<file path="src/hw/rtl/assert_macros.svh">
// Assertion macros shared by the RTL files.
// No dependencies; clk and rst_n are taken from the module that uses them.
`ifndef ASSERT_MACROS_SVH
`define ASSERT_MACROS_SVH
`ifndef SYNTHESIS
// Checked while out of reset.
`define RSGS_ASSERT(lbl, prop, msg) \
  lbl: assert property (@(posedge clk) disable iff (!rst_n) (prop)) else $error(msg);
// Checked on every edge, reset included.
`define RSGS_ASSERT_ALWAYS(lbl, prop, msg) \
  lbl: assert property (@(posedge clk) (prop)) else $error(msg);
`else
`define RSGS_ASSERT(lbl, prop, msg)
`define RSGS_ASSERT_ALWAYS(lbl, prop, msg)
`endif
`endif

</file>
<file path="src/hw/rtl/rsgs_pkg.sv">
// Types, sizes and the grade-sum function for the record sorter.
// No dependencies.
package rsgs_pkg;

  localparam int MAX_RECORDS = 16;
  localparam int IDX_W       = $clog2(MAX_RECORDS);
  localparam int CNT_W       = $clog2(MAX_RECORDS + 1);
  localparam int SUM_W       = 6;

  // first field in the lowest bits, as on the streams
  typedef struct packed {
    logic [3:0] grade_third;
    logic [3:0] grade_second;
    logic [3:0] grade_first;
    logic [7:0] record_tag;
  } rec_t;

  function automatic logic [SUM_W-1:0] grade_sum(input rec_t r);
    grade_sum = SUM_W'(r.grade_first) + SUM_W'(r.grade_second) + SUM_W'(r.grade_third);
  endfunction

endpackage

</file>
<file path="src/hw/rtl/record_sort_by_grade_sum_unit.sv">
// Record sorter: loads records, sorts them by grade sum (descending), emits them.
// Depends on rsgs_pkg and assert_macros.svh.
//
// Records arrive one per transfer, one per cycle while the block is loading,
// and are stored in a 16-entry on-chip memory; in_tlast closes the set.
// Records that arrive with the store full are dropped and every result of
// that set then carries out_tuser = 1. After the final record the input
// stalls while the block runs an exchange sort over the n stored records:
// for each i it holds record i in a register and sweeps j over all n
// entries, swapping when sum(i) > sum(j). Each j step is a memory read and a
// compare/write-back, paced by the single read port's registered read data.
// Emission follows in index order: each record is read, then loaded into the
// output register; the next read waits while that result is stalled and
// overlaps its transfer. out_tlast marks the final one.
// Equal sums are never swapped with each other. Input is accepted again as
// soon as the final result sits in the output register; that result drains
// while the next set loads or sorts.
`include "assert_macros.svh"

module record_sort_by_grade_sum_unit (
  input  logic        clk,
  input  logic        rst_n,
  input  logic        in_tvalid,
  output logic        in_tready,
  // [7:0] record_tag, [11:8] grade_first, [15:12] grade_second,
  // [19:16] grade_third, [23:20] zero
  input  logic [23:0] in_tdata,
  input  logic        in_tlast,
  output logic        out_tvalid,
  input  logic        out_tready,
  // [7:0] out_tag, [11:8] out_grade_first, [15:12] out_grade_second,
  // [19:16] out_grade_third, [23:20] zero
  output logic [23:0] out_tdata,
  output logic        out_tlast,
  // [0] overflowed
  output logic        out_tuser
);

  localparam int IDX_W = rsgs_pkg::IDX_W;
  localparam int CNT_W = rsgs_pkg::CNT_W;

  // sequencer states
  localparam logic [2:0] ST_LOAD  = 3'd0;
  localparam logic [2:0] ST_RD_I  = 3'd1;
  localparam logic [2:0] ST_LD_I  = 3'd2;
  localparam logic [2:0] ST_RD_J  = 3'd3;
  localparam logic [2:0] ST_CMP_J = 3'd4;
  localparam logic [2:0] ST_WR_I  = 3'd5;
  localparam logic [2:0] ST_EM_RD = 3'd6;
  localparam logic [2:0] ST_EM_LD = 3'd7;

  logic [2:0]       state_r, state_nxt;
  logic [CNT_W-1:0] count_r, count_nxt;
  logic             ovf_r, ovf_nxt;
  logic [IDX_W-1:0] i_r, i_nxt;
  logic [IDX_W-1:0] j_r, j_nxt;
  rsgs_pkg::rec_t   rec_i_r, rec_i_nxt;

  logic             out_valid_r, out_valid_nxt;
  rsgs_pkg::rec_t   out_rec_r, out_rec_nxt;
  logic             out_last_r, out_last_nxt;
  logic             out_ovf_r, out_ovf_nxt;

  // record store
  rsgs_pkg::rec_t   mem [rsgs_pkg::MAX_RECORDS];
  logic             mem_we;
  logic [IDX_W-1:0] mem_wa;
  rsgs_pkg::rec_t   mem_wd;
  logic [IDX_W-1:0] mem_ra;
  rsgs_pkg::rec_t   rd_data_r;

  logic in_xfer, out_xfer;
  logic j_end, i_end;
  logic do_swap;

  assign in_tready = (state_r == ST_LOAD);
  assign in_xfer   = in_tvalid && in_tready;
  assign out_xfer  = out_valid_r && out_tready;

  // step index reaching n-1
  assign j_end = (CNT_W'(j_r) + CNT_W'(1)) == count_r;
  assign i_end = (CNT_W'(i_r) + CNT_W'(1)) == count_r;

  // at j == i the store copy is stale, so that step never swaps
  assign do_swap = (j_r != i_r) &&
                   (rsgs_pkg::grade_sum(rec_i_r) > rsgs_pkg::grade_sum(rd_data_r));

  always_comb begin
    state_nxt     = state_r;
    count_nxt     = count_r;
    ovf_nxt       = ovf_r;
    i_nxt         = i_r;
    j_nxt         = j_r;
    rec_i_nxt     = rec_i_r;
    out_valid_nxt = out_valid_r;
    out_rec_nxt   = out_rec_r;
    out_last_nxt  = out_last_r;
    out_ovf_nxt   = out_ovf_r;
    mem_we        = 1'b0;
    mem_wa        = count_r[IDX_W-1:0];
    mem_wd        = in_tdata[19:0];
    mem_ra        = i_r;

    unique case (state_r)
      ST_LOAD: begin
        if (in_xfer) begin
          if (count_r == CNT_W'(rsgs_pkg::MAX_RECORDS)) begin
            ovf_nxt = 1'b1;
          end else begin
            mem_we    = 1'b1;
            count_nxt = count_r + CNT_W'(1);
          end
          if (in_tlast) begin
            i_nxt     = '0;
            state_nxt = ST_RD_I;
          end
        end
      end
      ST_RD_I: begin
        mem_ra    = i_r;
        state_nxt = ST_LD_I;
      end
      ST_LD_I: begin
        rec_i_nxt = rd_data_r;
        j_nxt     = '0;
        state_nxt = ST_RD_J;
      end
      ST_RD_J: begin
        mem_ra    = j_r;
        state_nxt = ST_CMP_J;
      end
      ST_CMP_J: begin
        if (do_swap) begin
          mem_we    = 1'b1;
          mem_wa    = j_r;
          mem_wd    = rec_i_r;
          rec_i_nxt = rd_data_r;
        end
        if (j_end) begin
          state_nxt = ST_WR_I;
        end else begin
          j_nxt     = j_r + IDX_W'(1);
          state_nxt = ST_RD_J;
        end
      end
      ST_WR_I: begin
        mem_we = 1'b1;
        mem_wa = i_r;
        mem_wd = rec_i_r;
        if (i_end) begin
          j_nxt     = '0;  // j now walks the emit order
          state_nxt = ST_EM_RD;
        end else begin
          i_nxt     = i_r + IDX_W'(1);
          state_nxt = ST_RD_I;
        end
      end
      ST_EM_RD: begin
        // wait here until the previous result has gone
        mem_ra = j_r;
        if (!out_valid_r || out_xfer) begin
          out_valid_nxt = 1'b0;
          state_nxt     = ST_EM_LD;
        end
      end
      ST_EM_LD: begin
        out_valid_nxt = 1'b1;
        out_rec_nxt   = rd_data_r;
        out_last_nxt  = j_end;
        out_ovf_nxt   = ovf_r;
        if (j_end) begin
          count_nxt = '0;
          ovf_nxt   = 1'b0;
          state_nxt = ST_LOAD;
        end else begin
          j_nxt     = j_r + IDX_W'(1);
          state_nxt = ST_EM_RD;
        end
      end
      default: begin
        state_nxt = ST_LOAD;
      end
    endcase

    // final result drains while the next set loads or sorts
    if (out_xfer) begin
      out_valid_nxt = 1'b0;
    end
  end

  always_ff @(posedge clk) begin
    if (!rst_n) begin
      state_r     <= ST_LOAD;
      count_r     <= '0;
      ovf_r       <= 1'b0;
      out_valid_r <= 1'b0;
    end else begin
      state_r     <= state_nxt;
      count_r     <= count_nxt;
      ovf_r       <= ovf_nxt;
      out_valid_r <= out_valid_nxt;
    end
  end

  always_ff @(posedge clk) begin
    i_r        <= i_nxt;
    j_r        <= j_nxt;
    rec_i_r    <= rec_i_nxt;
    out_rec_r  <= out_rec_nxt;
    out_last_r <= out_last_nxt;
    out_ovf_r  <= out_ovf_nxt;
  end

  always_ff @(posedge clk) begin
    if (mem_we) begin
      mem[mem_wa] <= mem_wd;
    end
    rd_data_r <= mem[mem_ra];
  end

  assign out_tvalid = out_valid_r;
  assign out_tdata  = {4'b0000, out_rec_r};
  assign out_tlast  = out_last_r;
  assign out_tuser  = out_ovf_r;

  // store never holds more than its depth
  `RSGS_ASSERT(a_count_bound, count_r <= CNT_W'(rsgs_pkg::MAX_RECORDS), "record count overrun")
  // no input taken while a non-final result is pending
  `RSGS_ASSERT(a_no_load_mid_emit, !(in_tready && out_tvalid && !out_tlast), "load during emission")
  // a stalled result stays offered
  `RSGS_ASSERT(a_out_hold, (out_tvalid && !out_tready) |=> out_tvalid, "stalled result lost")

endmodule

</file>
<file path="config.mk">
export PLATFORM = sky130hd
export DESIGN_NAME = record_sort_by_grade_sum_unit
export DESIGN_NICKNAME = d
export VERILOG_FILES = /design/src/hw/rtl/rsgs_pkg.sv /design/src/hw/rtl/record_sort_by_grade_sum_unit.sv
export VERILOG_INCLUDE_DIRS = /design/src /design/src/hw/rtl
export SDC_FILE = /design/constraint.sdc
export NUM_CORES = 1
export LEC_CHECK = 0
export BUFFER_PORTS_ARGS = -buffer_cell sky130_fd_sc_hd__buf_2
export CORE_AREA = 2 2 194 196
export DETAILED_ROUTE_END_ITERATION = 10
export DIE_AREA = 0 0 196 198
export HOLD_SLACK_MARGIN = 0.06
export PLACE_DENSITY = 0.64
export SYNTH_ARGS = -nofsm -noshare
export SYNTH_HDL_FRONTEND = slang
export SYNTH_SLANG_ARGS = --single-unit
</file>
<file path="constraint.sdc">
create_clock -name clk -period 5.8 [get_ports clk]
set_input_delay 0.87 -clock clk [delete_from_list [all_inputs] [get_ports clk]]
set_output_delay 0.87 -clock clk [all_outputs]
set_load 0.02 [all_outputs]
</file>
Word level (Yosys, flattened, before mapping)
Memory sizes are Yosys's and may differ from the RTL's. A register that Yosys moved wholly into a read port is not among the register bits.
Cells that the tools add are included.

operators by class
  mux-type cells = 37
  equality and inequality tests = 21
  magnitude comparators = 1
  reductions and logical operators = 21
  add/subtract/negate cells = 9
  bitwise operators = 1

operators by type and width
  cell                                           number
  case mux 20 bit (2 select lines)               2
  2-to-1 mux 20 bit                              2
  2-to-1 mux 4 bit                               7
  case mux 3 bit (8 select lines)                1
  2-to-1 mux 3 bit                               6
  case mux 4 bit (2 select lines)                2
  2-to-1 mux 5 bit                               3
  != test 2 bit, second input constant           7
  adder 5 x 4 -> 6 bit                           2
  == test 3 bit, second input constant           4
  case mux 4 bit (3 select lines)                1
  AND reduction 4 bit                            3
  adder 4 x 1 -> 5 bit, second input constant    2
  adder 4 x 4 -> 5 bit                           2
  == test 5 bit                                  2
  case mux 5 bit (2 select lines)                1
  2-to-1 mux 1 bit                               9
  adder 4 x 1 -> 4 bit, second input constant    2
  nonzero test 2 bit                             4
  == test 3 x 2 -> 1 bit, second input constant  2
  > comparator 6 bit                             1
  != test 2 x 1 -> 1 bit, second input constant  3
  AND reduction 3 bit                            2
  OR reduction 2 bit                             3
  other kinds (13)                               17

storage, ports and cells
  output and inout port bits = 28
  logic and storage cells = 107
  RAM bits = 320
  memories kept = 1
  flip-flop bits (word level) = 60

memories
  name  depth  bits a word  rd ports  clocked after Yosys merged registers in  wr ports  RTL line                             RTL
  mem   16     20           1         1                                        1         record_sort_by_grade_sum_unit.sv:65  rsgs_pkg::rec_t mem [rsgs_pkg::MAX_RECORDS];

Depth between registers and ports, before layout
Gate-level depths: netlist of the first run.

  depth in word-level cells = 8
  depth in mapped cells = 16
  gate-level depth less buffers = 14

Worst setup path before layout of the first run
OpenSTA, ideal clock, no wires.

  kind = register to register
  start = register rec_i_r[9] in the netlist's numbering
  end = memory mem[12][0] in the netlist's numbering, enable pin
  setup slack = 0.029 ns
  library setup time = 0.455 ns
  required time = 5.345 ns
  data arrival time = 5.315 ns
  clock period less this slack = 5.771 ns
  stages on the path, launching flop included = 15
  buffers on the path = 0
  cells stage by stage = edfxtp_1 > inv_1 > fa_1 > inv_1 > ha_1 > fa_1 > a21oi_1 > nor2_1 > ha_1 > nand3_1 > or2_2 > o211ai_2 > nor2_1 > a221o_1 > nor4b_1

between the ends
  longest elaborated chain between the ends = 8

RTL lines
  what                                    RTL line                              RTL
  from (decl)                             record_sort_by_grade_sum_unit.sv:57   rsgs_pkg::rec_t rec_i_r, rec_i_nxt;
  from (signal assigned)                  record_sort_by_grade_sum_unit.sv:208  rec_i_r <= rec_i_nxt;
  adder 4 x 4 -> 5 bit (*)                rsgs_pkg.sv:19                        grade_sum = SUM_W'(r.grade_first) + SUM_W'(r.grade_second) + SUM_W'(r.grade_third);
  adder 5 x 4 -> 6 bit (*)                rsgs_pkg.sv:19
  > comparator 6 bit (*)                  record_sort_by_grade_sum_unit.sv:86   (rsgs_pkg::grade_sum(rec_i_r) > rsgs_pkg::grade_sum(rd_data_r));
  logical AND 1 bit (*)                   record_sort_by_grade_sum_unit.sv:85   assign do_swap = (j_r != i_r) &&
  2-to-1 mux 1 bit                        record_sort_by_grade_sum_unit.sv:133  if (do_swap) begin
  case mux 1 bit (3 select lines)         record_sort_by_grade_sum_unit.sv:104  unique case (state_r)
  2-to-1 mux 1 bit                        record_sort_by_grade_sum_unit.sv:215  if (mem_we) begin
  2-to-1 mux 1 bit (not written as such)  record_sort_by_grade_sum_unit.sv:216  mem[mem_wa] <= mem_wd;
  to (decl)                               record_sort_by_grade_sum_unit.sv:65

Mark *: on every way between the ends. The rest lies on a longest branch, timed or not.

Worst setup path after layout of the first run
  start = register rec_i_r[9] in the netlist's numbering
  end = memory mem[13][16] in the netlist's numbering, enable pin

The elaborated chain is that of the path after synthesis.

==> impl_metrics.csv, run 1 <==
group,metric,value,unit
status,status,"finished, final reports clean",
grt,grt_overflow,0,
setup_path,endpoint_kind,"register",
pwr,ir_drop,0.209,mV
routing,via_count,9279,
synth,async_flop_share,0,%
placed_design,dp_slack,411,ps
timing,tightest_slew,1300,ps
synth,synth_edf_count,370,
synth,syn_avg_cell_area,15.3,um2
timing,setup_ws,463,ps
setup_path,cp.required,5990,ps
die,die-height,198,um
grt,grt_pass1_vias,8943,
die,die_x,196,um
clock_network,cts_buffers,39,
synth,ys_ff_latch,400,
synth,ys_warn_count,0,
synth,synth_cells,1064,
timing,layout_min_cycle_time,5340,ps
grt,grt_start_max_net_pins,59,
final_layout,areaGrowthSynthToFinish,13.5,%
synth,synth_top_area_cell,"edfxtp_1",
final_layout,fin_nets,1190,
min_path,hold-path-cell-count,0,
run,cap_violations,0,
routing,ant_nets,0,
synth,yosys.area.top_type_share,68.4,%
setup_path,arrival,5530,ps
clock_network,htreeDepth,2,
setup_path,worst_r2r_path_depth,15,
final_layout,final_common_cell,"edfxtp_1",
clock_network,cts_tree,"yes",
clock_network,clockBufferDepth,3,
routing,drtIter0Drc,800,
timing,fin_setup_tns,0,ps
setup_path,worstSetupPathType,"reg -> reg",
clock_network,clkLatencyLatePin,530,ps
die,die-area,38800,um2
final_layout,multi_input_area,4250,um2
timing,skew,20.0,ps
placed_design,port_buffers,48,
clock_network,root_buffer,"clkbuf_16",
grt,antenna_found_initial,0,
routing,drt_pre_antenna_iters,5,
placed_design,gp_congestion,0.822,
synth,synth.cell_area,16300,um2
clock_network,cts_hold_buf,0,
timing,min_period_over_period,92.0,%
min_path,hold_path_class,"reg -> reg",
pwr,power_leakage,6.49,nW
min_path,worstHoldEndpoint,"out_tdata[3]",
routing,routed_wirelength,37000,um
final_layout,num_antenna_cells,0,
placed_design,dp_hpwl,21800,um
routing,avgViaCountPerCell,5.66,
timing,finalHoldViolations,0,
timing,fmax,187,MHz
synth,synth_flop_cell,"edfxtp_1",
final_layout,fillers,3059,
pwr,total_power,6.85,mW
routing,routedWlPerCell,22.6,um
clock_network,post_cts_buffers,0,
final_layout,ff_latch_area,11700,um2
setup_path,reg2reg_slack,460,ps
grt,track_usage,19.3,%
synth,synth.area.top_cells,"edfxtp_1 (68%), mux2i_1 (5.3%), a32oi_1 (4.3%)",
timing,relSlewSlack,13.3,%
setup_path,start_kind,"register",
synth,synth.distinct_cells,58,
final_layout,drive_gt1_share,17.0,%
clock_network,post_cts.resized_instances,0,
timing,finalSetupViolations,0,
pwr,pwr_density_cell,372,nW/um2
clock_network,numClockSinks,400,
die,start_util,44.0,%
timing,rsz0062_at_grt,"false",
synth,seq_area_frac_synth,72.1,%
clock_network,cts.clk_slew.worst_paths,60,ps
die,io_pins,57,
final_layout,utilization,49.9,%
min_path,min_from,"rd_data_r[3]",
die,coreArea,37000,um2
setup_path,timing.rr.start,"rec_i_r[9]",
routing,drc,0,
timing,slew_viol_final,0,
grt,grt_first_pass_wirelength,55400,um
setup_path,r2r-end,"mem[13][16]",
final_layout,final_cell_mix,"edfxtp_1 (370), nand2_1 (182), mux2i_1 (84), a32oi_1 (80), buf_2 (48)",
setup_path,cp_max_fo,14,
die,row_count,71,
## power breakdown
| part | switching (mW) | internal (mW) | leakage [nW] |
|---|---|---|---|
| Clock | 1.03 | 1.40 | 0.599 |
| Sequential | 0.0840 | 3.30 | 3.59 |
| Combinational | 0.648 | 0.393 | 2.30 |
| Total | 1.76 | 5.09 | 6.49 |
## metrics by stage
stage               cells  cell area (um2)  hold WS (ps)
detailed placement   1568            17200           420
finish               1640            18400           425
floorplan            1067            16300           404
global route         1640            18400           436
global placement     1568            17200           409
CTS                  1640            18400           423
## cell families (layout without fill, tap and decap cells)
| family | after synthesis | in the layout | synth area share [%] |
|---|---|---|---|
| AOI/OAI and AO/OA | 131 | 131 | 6.60 |
| muxes | 103 | 103 | 6.50 |
| and+or+nand+nor | 289 | 289 | 8.26 |
| xor gates and xnor gates | 23 | 23 | 1.37 |
| adders and majority gates | 26 | 26 | 2.46 |
| buffers and inverters | 91 | 190 | 2.72 |
| DFF | 400 | 400 | 72.1 |
| other | 1 | 4 | 0.0231 |
## layout make-up
class | instances | area share [%]
Clock inverter | 15 | 0.753
Tap cell | 474 | 3.22
Timing Repair Buffer | 91 | 3.05
Sequential cell | 400 | 63.5
Clock buffer | 57 | 5.88
Inverter | 27 | 0.550
Multi-Input combinational cell | 576 | 23.0
## worst max-delay path: stages, from the launching register on
cell and delay [ps]:
edfxtp_1 320, inv_1 70, fa_1 550, inv_1 50, ha_1 220, fa_1 470, a21oi_1 140, nor2_1 50
ha_1 300, nand3_1 100, a21oi_1 290, o211ai_2 230, o31ai_1 320, nor2_1 260, nor4b_2 1150, buf_4 480
## layer usage
metal	global-route usage [%]	share of wire (%)	vias to the layer above
li1	-	-	4217
met1	26.7	42	4664
met2	31.9	48	330
met3	2.47	6.5	68
met4	6.09	2.6	0
met5	0	0	-
## cell usage after synthesis, types with 2 or more instances
master and count:
nor2b_1 2, o2111ai_1 2, buf_2 20, fa_1 10
and4_1 22, ha_1 16, a31oi_1 3, clkbuf_1 29
a221oi_2 2, nor4_1 4, o21a_1 2, a221o_1 2
o21ai_0 8, inv_1 27, or2_2 3, mux2_2 16
a41oi_1 3, and3_1 9, nor2_1 28, mux2i_1 86
nand2_1 182, edfxtp_1 370, nor3_1 9, dfxtp_1 30
a32oi_1 80, nand4_1 3, a21o_1 5, a221oi_1 2
xnor2_1 12, and2_1 4, nand3b_1 5, xor2_1 9
a21oi_1 11, buf_4 8, buf_6 6, nand3_1 8
o31ai_1 2, nor4b_1 4
## state kept, by name, summed over array words and instances, names as in the netlist
register	flops
out_tuser	1
out_tdata	20
state_r	3
out_tlast	1
j_r	4
ovf_r	1
i_r	4
rec_i_r	20
mem	320
out_tvalid	1
rd_data_r	20
count_r	5
## how the worst max path moves through the flow
| stage | startpoint | depth (start not counted) | endpoint | slack [ps] |
|---|---|---|---|---|
| 2_1_floorplan | rec_i_r[9] | 14 | mem[12][0] | 30 |
| 3_3_place_gp | rec_i_r[9] | 15 | mem[13][16] | 450 |
| 3_5_place_dp | rec_i_r[9] | 15 | mem[13][12] | 410 |
| 4_1_cts | rec_i_r[9] | 15 | mem[13][16] | 380 |
| 5_1_grt | rec_i_r[9] | 15 | mem[13][16] | 140 |
| 6_report | rec_i_r[9] | 15 | mem[13][16] | 460 |
No activity file was read; power rests on OpenSTA's default activity.
==> inputs of run 2 (changes only) <==
--- a/config.mk
+++ b/config.mk
@@ -12,6 +12,7 @@
 export DIE_AREA = 0 0 196 198
 export HOLD_SLACK_MARGIN = 0.06
 export PLACE_DENSITY = 0.64
+export RECOVER_POWER = 100
 export SYNTH_ARGS = -nofsm -noshare
 export SYNTH_HDL_FRONTEND = slang
 export SYNTH_SLANG_ARGS = --single-unit
==> run 2 against run 1 <==
The flow now finishes with violations (max-capacitance violations, max-slew violations). Hold slack improved by 2.8 ps. Critical path depth increased by 1. Power is 0.21% lower. Utilization fell by 0.55 points. Count of clock-buffer cells in the layout is the same.
==> impl_metrics.csv, run 2 (synthesized netlist as in run 1, its figures left out) <==
group,metric,value,unit
status,status,"finished, violations left",
status,failed_checks,"max-capacitance violations, max-slew violations",
grt,grt_overflow,0,
pwr,ir_drop,0.208,mV
setup_path,start_kind,"register",
die,start_util,44.0,%
min_path,hold_path_class,"reg -> reg",
final_layout,areaGrowthSynthToFinish,12.2,%
die,die_x,196,um
clock_network,clockBufferDepth,3,
routing,routed_wirelength,37100,um
grt,antenna_found_initial,0,
timing,relSlewSlack,-17.7,%
grt,grt_first_pass_wirelength,55400,um
final_layout,final_cells,1640,
routing,drc,0,
min_path,worstHoldEndpoint,"rec_i_r[3]",
setup_path,worstSetupPathType,"reg -> reg",
min_path,min_from,"rd_data_r[3]",
pwr,switching_share,25.7,%
setup_path,worst_r2r_path_depth,16,
routing,ant_nets,0,
timing,finalSetupViolations,0,
placed_design,port_buffers,48,
routing,drt_pre_antenna_iters,6,
die,coreArea,37000,um2
setup_path,endpoint_kind,"register",
placed_design,dp.cells,1568,
setup_path,crit_slowest_cell,"clkbuf_2",
setup_path,arrival,5570,ps
setup_path,cp.required,5950,ps
setup_path,cp_max_fo,28,
setup_path,cp_slowest_stage_delay,640,ps
die,die-area,38800,um2
min_path,hold-path-cell-count,0,
final_layout,fillers,3105,
placed_design,dp_hpwl,21800,um
grt,grt_pass1_vias,8943,
setup_path,cp_top_family,"adder cells",
pwr,total_power,6.84,mW
timing,tightest_slew,1760,ps
clock_network,htreeDepth,2,
setup_path,worstPathBufferInverterCount,4,
timing,fmax,184,MHz
timing,setup_ws,379,ps
final_layout,final_cell_mix,"edfxtp_1 (370), nand2_1 (183), mux2i_1 (84), a32oi_1 (80), clkbuf_1 (53)",
clock_network,root_buffer,"clkbuf_16",
die,die-height,198,um
pwr,power_leakage,6.33,nW
setup_path,crit_chain,"inv_1 > fa_1 > inv_1 > ha_1 > fa_1 > a21oi_1 > nor2_1 > ha_1 > nand3_1 > a21oi_1 > o211ai_2 > o21a_1 > buf_4 > a221o_1 > nor4b_1 > clkbuf_2",
clock_network,cts_hold_buf,0,
pwr,power_switching,1.76,mW
routing,avgViaCountPerCell,5.69,
setup_path,r2r-end,"mem[12][16]",
placed_design,dpl_cell_area,17200,um2
die,row_count,71,
timing,min_period_over_period,93.5,%
setup_path,timing.rr.start,"rec_i_r[9]",
pwr,pwr_density_cell,375,nW/um2
final_layout,fin_nets,1190,
final_layout,largest_reg_flops,320,
setup_path,cp_num_cells,16,
timing,skew,18.7,ps
final_layout,top_register,"mem",
clock_network,post_cts_buffers,0,
grt,track_usage,19.3,%
clock_network,cts_tree,"yes",
pwr,seqPwrFrac,49.6,%
timing,whs,428,ps
pwr,combinationalPowerShare,14.9,%
placed_design,gp_congestion,0.822,
clock_network,cts.clk_slew.worst_paths,60,ps
final_layout,utilization,49.3,%
final_layout,num_antenna_cells,0,
routing,routedWlPerCell,22.6,um
final_layout,final_common_cell,"edfxtp_1",
routing,drtIter0Drc,752,
clock_network,numClockSinks,400,
final_layout,final_design_area_no_fill,18200,um2
timing,fin_setup_tns,0,ps
routing,via_count,9326,
clock_network,post_cts.resized_instances,0,
setup_path,reg2reg_slack,380,ps
clock_network,clkLatencyLatePin,530,ps
pwr,p_clk_share,35.5,%
clock_network,cts_buffers,39,
timing,rsz0062_at_grt,"false",
placed_design,dp_slack,411,ps
final_layout,drive_gt1_share,11.1,%
grt,grt_start_max_net_pins,59,
die,io_pins,57,
pwr,p_int,5.08,mW
timing,slew_viol_final,39,
run,cap_violations,2,
timing,finalHoldViolations,0,
timing,layout_min_cycle_time,5420,ps
## run 2: cell types whose count changed in the layout (fill, tap and decap cells not counted), sizes merged
cell    delta
buf       -53
clkbuf    +53
## run 2: layout make-up
cell class | instances | area, um2 | share of cell area, %
timing repair buffer | 91 | 443 | 2.43
tap | 474 | 593 | 3.25
multi-input combinational | 576 | 4160 | 22.8
clock buffer | 57 | 1080 | 5.95
inverter | 27 | 101 | 0.556
clock inverter | 15 | 139 | 0.762
sequential | 400 | 11700 | 64.2
## run 2: worst reg2reg max path, delay by kind of cell (launching register included)
kind            cells  cell delay [ps]
fa+ha+maj           4             1540
simple gates        3              760
buf+inv             4             1030
compound gates      5             1390
flops               1              320
## run 2: power groups by stage
stage | combinational (mW) | clock (mW) | sequential (mW)
after floorplan | 0.750 | 0 | 3.40
final | 1.02 | 2.43 | 3.39
after global routing | 1.15 | 2.58 | 3.40
after CTS | 1.05 | 2.47 | 3.39
after global placement | 1.02 | 0 | 3.44
after detailed placement | 1.05 | 0 | 3.45
## run 2: how the worst max path moves through the flow
stage	to	slack, ps	start
5_1_grt	mem[12][16]	130	rec_i_r[9]
4_1_cts	mem[13][16]	380	rec_i_r[9]
3_5_place_dp	mem[13][12]	410	rec_i_r[9]
3_3_place_gp	mem[13][16]	450	rec_i_r[9]
6_report	mem[12][16]	380	rec_i_r[9]
2_1_floorplan	mem[12][0]	30	rec_i_r[9]
## run 2: layer usage
layer | track usage (%) | part of all wire (%) | vias to the layer above
li1 | - | - | 4211
met5 | 0 | 0 | -
met3 | 2.47 | 5.9 | 77
met2 | 31.9 | 48 | 320
met4 | 6.09 | 2.7 | 0
met1 | 26.7 | 43 | 4718
==> inputs of run 3 (changes only) <==
--- a/config.mk
+++ b/config.mk
@@ -7,11 +7,11 @@
 export NUM_CORES = 1
 export LEC_CHECK = 0
 export BUFFER_PORTS_ARGS = -buffer_cell sky130_fd_sc_hd__buf_2
-export CORE_AREA = 2 2 194 196
+export CORE_AREA = 2 2 175 177
 export DETAILED_ROUTE_END_ITERATION = 10
-export DIE_AREA = 0 0 196 198
+export DIE_AREA = 0 0 177 179
 export HOLD_SLACK_MARGIN = 0.06
-export PLACE_DENSITY = 0.64
+export PLACE_DENSITY = 0.75
 export RECOVER_POWER = 100
 export SYNTH_ARGS = -nofsm -noshare
 export SYNTH_HDL_FRONTEND = slang
==> run 3 against run 2 <==
The flow still finishes with violations (max-capacitance violations, max-slew violations). Register-to-register slack is essentially flat. Die area shrank 18%. Combinational power shrank 4%. Power shrank 0.36%. Sequential power is essentially flat. Setup slack lost 0.87 ps. Clock power is essentially flat. Routed wire length shrank 5.5%. Critical path depth shrank 2. Largest cell class unchanged. Highest routed layer unchanged.
==> impl_metrics.csv, run 3 (synthesized netlist as in run 1, its figures left out) <==
group,metric,value,unit
status,status,"finished, violations left",
status,failed_checks,"max-capacitance violations, max-slew violations",
final_layout,top_register,"mem",
min_path,hold_path_class,"reg -> reg",
pwr,ir_drop,0.205,mV
clock_network,clockBufferDepth,3,
timing,tightest_slew,2010,ps
final_layout,drive_gt1_share,11.7,%
timing,whs,429,ps
timing,fmax,184,MHz
routing,avgViaCountPerCell,6.02,
timing,relSlewSlack,-34.7,%
timing,min_period_over_period,93.5,%
setup_path,worstSetupPathType,"reg -> reg",
pwr,pwr_density_cell,376,nW/um2
clock_network,post_cts_buffers,0,
clock_network,htreeDepth,2,
grt,grt_overflow,0,
final_layout,multi_input_area,4160,um2
run,cap_violations,3,
grt,antenna_found_initial,0,
grt,grt_pass1_vias,8963,
placed_design,gp_congestion,0.846,
routing,drt_pre_antenna_iters,5,
setup_path,start_kind,"register",
routing,drtIter0Drc,866,
grt,track_usage,22.3,%
clock_network,numClockSinks,400,
final_layout,utilization,60.4,%
final_layout,fin_nets,1184,
die,die-height,179,um
timing,skew,17.2,ps
grt,grt_first_pass_wirelength,52400,um
grt,use_met2,36.5,%
pwr,p_clk_share,35.8,%
timing,setup_ws,378,ps
grt,top_usage_layer,"met2",
grt,met1_usage,30.8,%
timing,rsz0062_at_grt,"false",
grt,gr-usage-met3,3.20,%
clock_network,clkLatencyLatePin,530,ps
final_layout,final_cell_mix,"edfxtp_1 (370), nand2_1 (183), mux2i_1 (84), a32oi_1 (80), clkbuf_16 (39)",
pwr,p_int,5.09,mW
final_layout,num_antenna_cells,0,
timing,slew_viol_final,63,
clock_network,root_buffer,"clkbuf_16",
final_layout,areaGrowthSynthToFinish,11.6,%
clock_network,post_cts.resized_instances,0,
die,die_x,177,um
clock_network,cts_buffers,38,
final_layout,final_cells,1555,
placed_design,dp.cells,1485,
setup_path,cp_max_fo,13,
setup_path,arrival,5620,ps
final_layout,ff_latch_area,11700,um2
pwr,power_leakage,6.33,nW
pwr,combinationalPowerShare,14.4,%
die,row_count,64,
routing,drc,0,
final_layout,largest_reg_flops,320,
timing,fin_setup_tns,0,ps
die,die-area,31700,um2
pwr,switching_share,25.3,%
placed_design,port_buffers,48,
clock_network,cts.clk_slew.worst_paths,60,ps
routing,routed_wirelength,35100,um
final_layout,fillers,2196,
setup_path,cp.required,6000,ps
setup_path,endpoint_kind,"register",
timing,finalSetupViolations,0,
die,start_util,54.1,%
routing,via_count,9367,
final_layout,final_common_cell,"edfxtp_1",
pwr,seqPwrFrac,49.7,%
placed_design,dp_hpwl,20500,um
pwr,power_switching,1.73,mW
routing,routedWlPerCell,22.6,um
routing,ant_nets,0,
grt,grt_start_max_net_pins,53,
clock_network,cts_hold_buf,0,
die,io_pins,57,
placed_design,dp_slack,397,ps
die,coreArea,30000,um2
clock_network,cts_tree,"yes",
timing,layout_min_cycle_time,5420,ps
timing,finalHoldViolations,0,
[run 3: cell types whose count changed in the layout (fill, tap and decap cells not counted), moves of 2 or more]
cell	delta
mux2_2	+3
mux2_1	-3
clkinv_1	+4
clkbuf_1	-15
clkinv_2	+2
clkinvlp_4	+2
[run 3: layout make-up]
class                      instances  share of cell area (%)
inverter                          27                   0.559
sequential                       400                    64.6
timing repair buffer              86                    2.33
clock buffer                      46                    5.69
tap                              396                    2.73
clock inverter                    24                    1.19
multi-input combinational        576                    22.9
[run 3: power by group through the flow]
stage	clock [mW]	sequential (mW)	combinational [mW]
5_1_grt	2.58	3.40	1.09
4_1_cts	2.48	3.39	1.02
2_1_floorplan	0	3.40	0.750
6_report	2.44	3.39	0.983
3_5_place_dp	0	3.45	1.01
3_3_place_gp	0	3.44	0.975
[run 3: worst paths after layout]
check / from / end / slack [ps] / cells past startpoint
setup / recovery: rd_data_r[9] / mem[1][16] / 380 / 14
hold / removal: rd_data_r[5] / out_tdata[5] / 430 / 0
setup reg to reg: rd_data_r[9] / mem[1][16] / 380 / 14
hold reg to reg: rd_data_r[5] / out_tdata[5] / 430 / 0
[run 3: per-layer routing]
layer | vias to the layer above | wire length, um
met5 | - | 0
met4 | 0 | 1130
met3 | 85 | 2830
met2 | 424 | 16900
met1 | 4657 | 14200
li1 | 4201 | -
[run 3: critical path, cell delays in order, from the launching register on]
cell and delay (ps):
dfxtp_1 350, inv_1 70, fa_1 530, inv_1 50
ha_1 210, fa_1 480, xnor2_1 160, ha_1 200
a21o_1 170, a21o_1 200, o211ai_1 460, o21a_1 580
a221oi_2 270, nor3_2 930, buf_4 430
[run 3: stage by stage]
step	area (um2)	total power [mW]
finish	18100	6.81
global route	18100	7.08
CTS	18300	6.88
detailed placement	17100	4.46
global placement	17100	4.42
floorplan	16300	4.15
